## src/sv/eqsc_ram.sv

```systemverilog
// eqsc_ram: generic single-port-write, single-read RAM with registered read.
// No dependencies.
`timescale 1ns / 1ps
`default_nettype none
module eqsc_ram #(
  parameter int WIDTH = 8,
  parameter int DEPTH = 8
) (
  input  wire logic                     clk,
  input  wire logic                     we,
  input  wire logic [$clog2(DEPTH)-1:0] waddr,
  input  wire logic [WIDTH-1:0]         wdata,
  input  wire logic [$clog2(DEPTH)-1:0] raddr,
  output logic [WIDTH-1:0]              rdata
);
  logic [WIDTH-1:0] mem [DEPTH];
  always_ff @(posedge clk) begin
    if (we) mem[waddr] <= wdata;
    rdata <= mem[raddr];
  end
endmodule
`default_nettype wire

```

## config.mk

```make
export PLATFORM = sky130hd
export DESIGN_NAME = eqsc_ram
export DESIGN_NICKNAME = d
export VERILOG_FILES = /design/src/sv/eqsc_ram.sv
export SDC_FILE = /design/constraint.sdc
export NUM_CORES = 1
export LEC_CHECK = 0
export ABC_AREA = 1
export BUFFER_PORTS_ARGS = -buffer_cell sky130_fd_sc_hd__clkbuf_2
export CAP_MARGIN = 20
export CORE_MARGIN = 5
export CORE_UTILIZATION = 53
export CTS_CLUSTER_DIAMETER = 50
export CTS_CLUSTER_SIZE = 24
export DETAILED_ROUTE_END_ITERATION = 8
export GPL_TIMING_DRIVEN = 0
export PLACE_DENSITY = 0.75
export SYNTH_ARGS = -nofsm -noshare
export SYNTH_HDL_FRONTEND = slang
export SYNTH_SLANG_ARGS = --single-unit
```

## constraint.sdc

```tcl
create_clock -name clk -period 1 [get_ports clk]
set_input_delay 0.15 -clock clk [delete_from_list [all_inputs] [get_ports clk]]
set_output_delay 0.15 -clock clk [all_outputs]
set_load 0.01 [all_outputs]
```

==> impl_metrics.py, run 1 <==
metrics = {
    "floorplanning": {
        "die_h_um": 85.9,
        "rows": 27,
        "start_util_pct": 55.1,
        "die_area_um2": 7370,
        "pin_count": 24,
        "chipWidth_um": 85.9,
        "core_area_um2": 5540,
    },
    "sta": {
        "final.setup_skew_ns": 0.00549,
        "max_slew_margin_pct": 42.5,
        "rsz0062_at_grt": "true",
        "fin_ws_ns": -0.0992,
        "finalHoldViolCount": 0,
        "setup_tns_ns": -1.86,
        "period_share_pct": 110,
        "tightestPinTransition_ns": 0.859,
        "finalMaxSlewViolations": 0,
        "fmaxAchievable_mhz": 910,
        "finalSetupViolCount": 24,
        "fin_crit_ns": 1.10,
    },
    "detailed_routing": {
        "dr.first_iter.drc_count": 148,
        "drc": 0,
        "finalWirelength_um": 5880,
        "vias": 1986,
        "viasPerCell": 4.83,
        "antenna_left": 0,
        "drt-pass1-iter-count": 4,
        "wl_per_cell_um": 14.3,
    },
    "placed_design": {
        "dpl-instance-area_um2": 3240,
        "dpl.hpwl_um": 3680,
        "routabilityCongestion": 0.761,
        "place_ws_ns": -0.465,
        "port_buffers": 20,
    },
    "worst_setup_path": {
        "worstSetupPathType": "in -> reg",
        "cp-start-kind": "primary input",
        "slowest_delay_ns": 0.69,
        "cp_top_family": "simple AND/OR/NAND/NOR gates",
        "slowest_stage": "nor2_1",
        "crit_chain": "clkbuf_2 > inv_1 > nand2_1 > nor2_1",
        "crit_arrival_ns": 1.07,
        "crit_required_ns": 0.97,
        "path_max_fanout": 8,
        "end_kind": "flip-flop",
        "path_buf_inv": 2,
    },
    "global_routing": {
        "grt_max_degree": 12,
        "grt.total_usage_pct": 17.7,
        "grt_pass1_vias": 1957,
        "overflow": 0,
        "grt_antenna_before_repair": 0,
        "grt_pass1_wl_um": 9470,
    },
    "finish": {
        "fin_area_um2": 3450,
        "drive_gt1_share_pct": 15.3,
        "finalNetCount": 350,
        "diodes": 0,
        "areaGrowthSynthToFinish_pct": 13.2,
    },
    "cts": {
        "postCtsHoldBufs": 0,
        "path_clk_slew_ns": 0.07,
        "cts_tree": "done",
        "numCtsBuffers": 9,
        "clock_latency_ns": 0.34,
        "cts_sinks": 72,
        "clock_path_buffers": 2,
        "h-tree-depth": 3,
        "cts_root_buf": "clkbuf_8",
    },
    "synth": {
        "yosysWarnings": 0,
        "syn_area_um2": 3050,
        "synth_top_area_share_pct": 63.0,
        "synth_area_per_cell_um2": 10.1,
        "ys_top_cells_by_area": "edfxtp_1 63%, nand2_1 14%, inv_1 8.4%, dfxtp_1 5.3%, nand3_1 5.3%",
        "yosysSeqAreaShare_pct": 68.3,
        "synth_top_area_cell": "edfxtp_1",
        "netlist-cell-type-count": 11,
        "synthCells": 303,
        "ys_ff_latch": 72,
        "synth_nets": 319,
    },
    "power_and_ir_drop": {
        "p_leak_nw": 1.63,
        "power_density_nw_per_um2": 1780,
        "irDropWorstVdd_mv": 0.938,
    },
    "run_status": {
        "violations": "setup timing",
        "status": "complete, but fails checks",
    },
    "job": {
        "cap_violations": 0,
    },
    "hold_path": {
        "hold_path_class": "in -> reg",
    },
}
[state kept, by name, indices dropped and copies added (netlist names)]
signal,flops
mem,64
rdata,8
[placed cells by master (no fill, tap or decap), drive strengths merged]
cell | netlist | routed
buf | 11 | 11
bufinv | 0 | 1
clkbuf | 0 | 33
clkinv | 0 | 2
dfxtp | 8 | 8
edfxtp | 64 | 64
inv | 70 | 70
nand2 | 110 | 110
nand3 | 32 | 32
nor2 | 8 | 8
[per-layer routing]
metal  GRT usage (%)  vias to the layer above  wire length [µm]
met3            4.51                       19               350
met4            10.2                        0               220
li1                -                      997                 -
met5               0                        -                 0
met2            26.6                       69              2770
met1            23.3                      901              2530
[where the power goes]
part           switching, mW  leakage, nW  total [mW]  internal [mW]
Combinational          0.305        0.879       0.465          0.160
Clock                  0.993        0.103        2.28           1.28
Sequential            0.0265        0.649        3.42           3.39
Total                   1.32         1.63        6.16           4.84
[cell usage after synthesis]
cell and count:
inv_1 68, nand2_1 110, nor2_1 8, buf_2 2, edfxtp_1 64, nand3_1 32, dfxtp_1 8, buf_4 3
inv_2 1, inv_4 1, buf_6 6
[final cells by class]
type,instances,area (µm²)
fillers,454,2090
flip-flops and latches,72,2080
multi-input cells,150,616
inverters,70,265
clock buffers,13,159
repair buffers,20,100
plain buffers,11,100
well taps,72,90.1
clock inverters,3,40.0
[through the flow]
stage                     util, %  hold WS [ns]  instances  total power [mW]
after floorplan                 -         0.249        303              3.77
after global placement       58.5         0.423        395              3.93
after detailed placement     58.5         0.428        395              3.95
after CTS                    62.3        0.0675        411              6.18
after global routing         62.3        0.0629        411              6.39
final                        62.3        0.0783        411              6.16
[repair_timing]
item | 4_1_cts | 5_1_grt
hold endpoints to repair | 0 | 0
resized for setup | 5 | 0
buffers inserted | 0 | 0
setup endpoints to repair | 64 | 24
[kinds of logic (layout without fill, tap and decap cells)]
kind of cell | count (synthesis) | after routing | synth area share, %
and+or+nand+nor | 150 | 150 | 19.8
buffers and inverters | 81 | 117 | 12.0
DFF | 72 | 72 | 68.3
[worst paths after layout]
path | to | slack [ns] | cells past startpoint | start
worst max-delay path | mem[0][0] | -0.1 | 4 | waddr[0]
worst max register to register | rdata[4] | 0.16 | 6 | mem[6][4]
worst min-delay path | mem[7][2] | 0.08 | 1 | wdata[2]
worst min register to register | rdata[1] | 0.63 | 6 | mem[0][1]
No activity file was read; power rests on OpenSTA's default activity.
==> inputs of run 2 (changes only) <==
SKIP_CTS_REPAIR_TIMING = 1   (was default)
==> run 2 against run 1 <==
Compared with the run above: the run still ends with setup timing left; hold slack worse by 0.00073 ns; design area is 0.29% lower; fmax is 2.3% lower; clock power hardly changed; largest power group unchanged; total power is 0.23% lower; die area stayed put; final cell count stayed put; first-iteration DRC count is 2.7% higher; sequential power hardly changed.
==> impl_metrics.py, run 2 (synthesis gave the netlist of run 1 again) <==
metrics = {
    "finish": {
        "layout_common_cells": "110 x nand2_1, 68 x inv_1, 64 x edfxtp_1, 32 x nand3_1, 20 x clkbuf_2",
        "final_common_cell": "nand2_1",
        "fin_area_um2": 3440,
        "areaGrowthSynthToFinish_pct": 12.8,
        "largest_registers": "mem: 64 flops, rdata: 8 flops",
        "top_register": "mem",
        "instances_no_fill": 411,
        "fin_util_pct": 62.1,
        "finalNetCount": 350,
        "drive_gt1_share_pct": 14.2,
        "largest_reg_flops": 64,
        "diodes": 0,
    },
    "sta": {
        "setup_tns_ns": -4.61,
        "finalMaxSlewViolations": 0,
        "final.setup_skew_ns": 0.00614,
        "tightestPinTransition_ns": 0.924,
        "finalSetupViolCount": 56,
        "max_slew_margin_pct": 38.2,
        "fmaxAchievable_mhz": 889,
        "finalHoldViolCount": 0,
        "period_share_pct": 113,
        "rsz0062_at_grt": "true",
        "fin_hold_ws_ns": 0.0775,
        "fin_crit_ns": 1.13,
        "fin_ws_ns": -0.125,
    },
    "worst_setup_path": {
        "worstSetupPathType": "in -> reg",
        "slowest_stage": "nor2_1",
        "r2r_setup_slack_ns": 0.16,
        "r2r_end": "rdata[4]",
        "end_kind": "flip-flop",
        "cp-start-kind": "primary input",
        "worstReg2RegStart": "mem[6][4]",
        "crit_chain": "clkbuf_2 > inv_1 > nand2_1 > nor2_1",
        "crit_required_ns": 0.96,
        "crit_arrival_ns": 1.09,
        "slowest_delay_ns": 0.70,
        "path_max_fanout": 8,
        "r2r_cells": 6,
    },
    "placed_design": {
        "routabilityCongestion": 0.761,
        "place_ws_ns": -0.465,
        "dpl.hpwl_um": 3680,
        "dp.cells": 395,
        "dpl-instance-area_um2": 3240,
        "port_buffers": 20,
    },
    "power_and_ir_drop": {
        "irDropWorstVdd_mv": 0.929,
        "power_density_nw_per_um2": 1790,
        "p_leak_nw": 1.63,
        "power_mw": 6.15,
    },
    "hold_path": {
        "hold_path_class": "in -> reg",
        "hold_end": "mem[7][2]",
        "hold_start": "wdata[2]",
        "whs_path_depth": 1,
    },
    "floorplanning": {
        "die_area_um2": 7370,
        "start_util_pct": 55.1,
        "chipWidth_um": 85.9,
        "pin_count": 24,
        "die_h_um": 85.9,
        "rows": 27,
        "core_area_um2": 5540,
    },
    "detailed_routing": {
        "dr.first_iter.drc_count": 152,
        "drt-pass1-iter-count": 4,
        "drc": 0,
        "viasPerCell": 4.83,
        "vias": 1984,
        "antenna_left": 0,
        "wl_per_cell_um": 14.2,
        "finalWirelength_um": 5850,
    },
    "run_status": {
        "violations": "setup timing",
        "status": "complete, but fails checks",
    },
    "cts": {
        "h-tree-depth": 3,
        "numCtsBuffers": 9,
        "clock_path_buffers": 2,
        "cts_tree": "done",
        "path_clk_slew_ns": 0.07,
        "clock_latency_ns": 0.34,
        "cts_root_buf": "clkbuf_8",
        "cts_sinks": 72,
    },
    "global_routing": {
        "overflow": 0,
        "grt_max_degree": 12,
        "grt_pass1_vias": 1959,
        "grt_antenna_before_repair": 0,
        "grt.total_usage_pct": 17.7,
        "grt_pass1_wl_um": 9460,
    },
    "job": {
        "cap_violations": 0,
    },
}
## run 2: cell type report
cell class | count | area (µm²)
timing repair buffer | 20 | 100
fill | 456 | 2100
inverter | 70 | 265
clock inverter | 3 | 40.0
sequential | 72 | 2080
buffer | 11 | 100
multi-input combinational | 150 | 606
clock buffer | 13 | 159
tap | 72 | 90.1
## run 2: worst max-delay path, delay by kind of cell
kind                   cells  cell delay, ns
AND/OR/NAND/NOR            2            0.77
buffers and inverters      2            0.17
## run 2: worst max path at each step
stage	end	cells after the start	startpoint	slack (ns)
5_1_grt	mem[0][1]	4	waddr[1]	-0.16
6_report	mem[1][0]	4	waddr[2]	-0.13
2_1_floorplan	mem[0][0]	3	waddr[0]	-0.02
3_5_place_dp	mem[6][1]	4	waddr[0]	-0.47
3_3_place_gp	mem[4][1]	4	waddr[0]	-0.46
4_1_cts	mem[6][0]	4	waddr[0]	-0.10
## run 2: report_power, final
group | switching (mW) | internal [mW]
registers | 0.0264 | 3.39
clock network | 0.982 | 1.28
logic | 0.302 | 0.159
total | 1.31 | 4.84
## run 2: per-layer routing
metal  wire length [µm]  global-route usage (%)  vias up
li1                   -                       -      996
met2               2760                    26.6       71
met5                  0                       0        -
met4                187                    10.4        0
met3                400                    4.51       19
met1               2510                    23.3      898
==> inputs of run 3 (changes only) <==
CELL_PAD_IN_SITES_DETAIL_PLACEMENT = 1   (was default)
CELL_PAD_IN_SITES_GLOBAL_PLACEMENT = 2   (was default)
CORE_UTILIZATION = 25   (was 53)
PLACE_DENSITY = default   (was 0.75)
PLACE_DENSITY_LB_ADDON = 0.1   (was default)
==> run 3 against run 2 <==
Compared with the run above: the flow still finishes with violations (setup timing); die area increased by 97%; non-clock buffer count up 1; sequential share of layout area fell by 5.2 points; routed wire length grew 35%; hold slack improved by 0.028 ns; first-iteration DRC count down 68%; clock power increased by 82%; critical path type unchanged; critical endpoint is now mem[0][0]; largest cell class unchanged; largest power group is now the clock network; highest routed layer unchanged.
==> impl_metrics.py, run 3 (synthesis gave the netlist of run 1 again) <==
metrics = {
    "hold_path": {
        "hold_end": "mem[1][6]",
        "hold_start": "wdata[6]",
        "hold_path_class": "in -> reg",
        "whs_path_depth": 1,
    },
    "floorplanning": {
        "die_h_um": 120,
        "pin_count": 24,
        "core_area_um2": 12000,
        "die_area_um2": 14500,
        "rows": 40,
        "start_util_pct": 25.4,
        "chipWidth_um": 120,
    },
    "placed_design": {
        "port_buffers": 20,
        "routabilityCongestion": 0.660,
        "dpl.hpwl_um": 4950,
    },
    "job": {
        "cap_violations": 0,
    },
    "worst_setup_path": {
        "cp_top_family": "simple AND/OR/NAND/NOR gates",
        "end_kind": "flip-flop",
        "r2r_cells": 6,
        "cp-start-kind": "primary input",
        "slowest_stage": "nor2_2",
        "r2r_setup_slack_ns": 0.14,
        "r2r_end": "rdata[1]",
        "path_buf_inv": 2,
        "crit_chain": "clkbuf_2 > inv_1 > nand2_1 > nor2_2",
        "worstReg2RegStart": "mem[6][1]",
        "worstSetupPathType": "in -> reg",
        "crit_required_ns": 0.96,
        "path_max_fanout": 8,
        "slowest_delay_ns": 0.55,
        "crit_arrival_ns": 0.96,
    },
    "sta": {
        "setup_tns_ns": -0.00525,
        "period_share_pct": 100,
        "fmaxAchievable_mhz": 998,
        "finalHoldViolCount": 0,
        "finalMaxSlewViolations": 0,
        "tightestPinTransition_ns": 0.633,
        "fin_hold_ws_ns": 0.105,
        "final.setup_skew_ns": 0.00253,
        "max_slew_margin_pct": 57.7,
        "finalSetupViolCount": 4,
        "fin_crit_ns": 1.00,
        "rsz0062_at_grt": "true",
        "fin_ws_ns": -0.00201,
    },
    "cts": {
        "cts_root_buf": "clkbuf_16",
        "path_clk_slew_ns": 0.05,
        "clock_path_buffers": 2,
        "cts_tree": "done",
        "cts_sinks": 72,
        "h-tree-depth": 3,
        "numCtsBuffers": 9,
        "clock_latency_ns": 0.33,
    },
    "power_and_ir_drop": {
        "irDropWorstVdd_mv": 0.854,
        "p_leak_nw": 1.72,
        "power_density_nw_per_um2": 2140,
    },
    "detailed_routing": {
        "finalWirelength_um": 7890,
        "drt-pass1-iter-count": 4,
        "dr.first_iter.drc_count": 49,
        "antenna_left": 0,
        "wl_per_cell_um": 16.2,
        "viasPerCell": 4.03,
        "drc": 0,
        "vias": 1961,
    },
    "global_routing": {
        "grt_pass1_wl_um": 12400,
        "grt_pass1_vias": 2126,
        "grt_max_degree": 13,
        "overflow": 0,
        "grt.total_usage_pct": 12.1,
        "grt_antenna_before_repair": 0,
    },
    "finish": {
        "fillers": 1367,
        "largest_registers": "mem: 64 flops, rdata: 8 flops",
        "finalNetCount": 351,
        "drive_gt1_share_pct": 16.8,
        "top_register": "mem",
        "diodes": 0,
        "final_common_cell": "nand2_1",
        "areaGrowthSynthToFinish_pct": 23.4,
        "largest_reg_flops": 64,
        "layout_common_cells": "110 x nand2_1, 68 x inv_1, 64 x edfxtp_1, 32 x nand3_1, 20 x clkbuf_2",
    },
    "run_status": {
        "violations": "setup timing",
        "status": "complete, but fails checks",
    },
}
-- run 3: cell count changes in the layout (fill, tap and decap cells not counted), moves of 3 or more --
| cell | previous run | this run |
|---|---|---|
| nor2_4 | 0 | 3 |
| nor2_1 | 7 | 0 |
| bufinv_16 | 1 | 5 |
| clkbuf_8 | 11 | 0 |
| nor2_2 | 1 | 5 |
| clkbuf_16 | 0 | 9 |
-- run 3: final cells by class --
type,count,area (µm²),area share (%)
plain buffers,11,100,2.66
flip-flops and latches,72,2080,55.3
well taps,147,184,4.89
repair buffers,21,111,2.96
multi-input cells,150,638,16.9
clock inverters,6,155,4.12
inverters,70,265,7.05
clock buffers,10,229,6.08
-- run 3: metrics by stage --
| step | setup slack (ns) | utilization (%) | std cells | cell area [µm²] | total power, mW |
|---|---|---|---|---|---|
| finish | -0.00201 | 31.3 | 487 | 3760 | 8.04 |
| global route | -0.0996 | 31.3 | 487 | 3760 | 8.36 |
| CTS | -0.292 | 31.0 | 486 | 3720 | 8.17 |
| detailed placement | -0.644 | 27.8 | 470 | 3330 | 4.00 |
| global placement | -0.614 | 27.8 | 470 | 3330 | 3.99 |
| floorplan | -0.0249 | - | 303 | 3050 | 3.77 |
-- run 3: worst max-delay path by stage --
stage                        start   endpoint  slack [ns]  depth (start not counted)
after floorplan           waddr[0]  mem[0][0]       -0.02                          3
after CTS                 waddr[0]  mem[0][0]       -0.29                          4
final                     waddr[0]  mem[0][0]      -0.002                          4
after global routing      waddr[0]  mem[0][0]        -0.1                          4
after global placement    waddr[0]  mem[0][0]       -0.61                          4
after detailed placement  waddr[0]  mem[0][0]       -0.64                          4
-- run 3: routing by layer --
metal  part of all wire (%)  global-route usage, %  wire length (µm)  vias up
met2                     47                   19.0              3670       27
met4                    2.3                   5.74               181        0
met5                      0                      0                 0        -
li1                       -                      -                 -     1003
met3                    2.2                   1.96               173       11
met1                     49                   16.3              3860      920
-- run 3: where the power goes --
| group | internal, mW | switching, mW | total (mW) |
|---|---|---|---|
| Clock | 2.94 | 1.18 | 4.12 |
| Sequential | 3.40 | 0.0254 | 3.42 |
| Combinational | 0.164 | 0.339 | 0.503 |
-- run 3: worst register-to-register path, cell delays in order (launching register included) --
cell and delay (ns):
edfxtp_1 0.35, inv_1 0.07, nand2_1 0.06, nand3_1 0.07
nand2_1 0.08, nand2_1 0.06, nand2_1 0.06
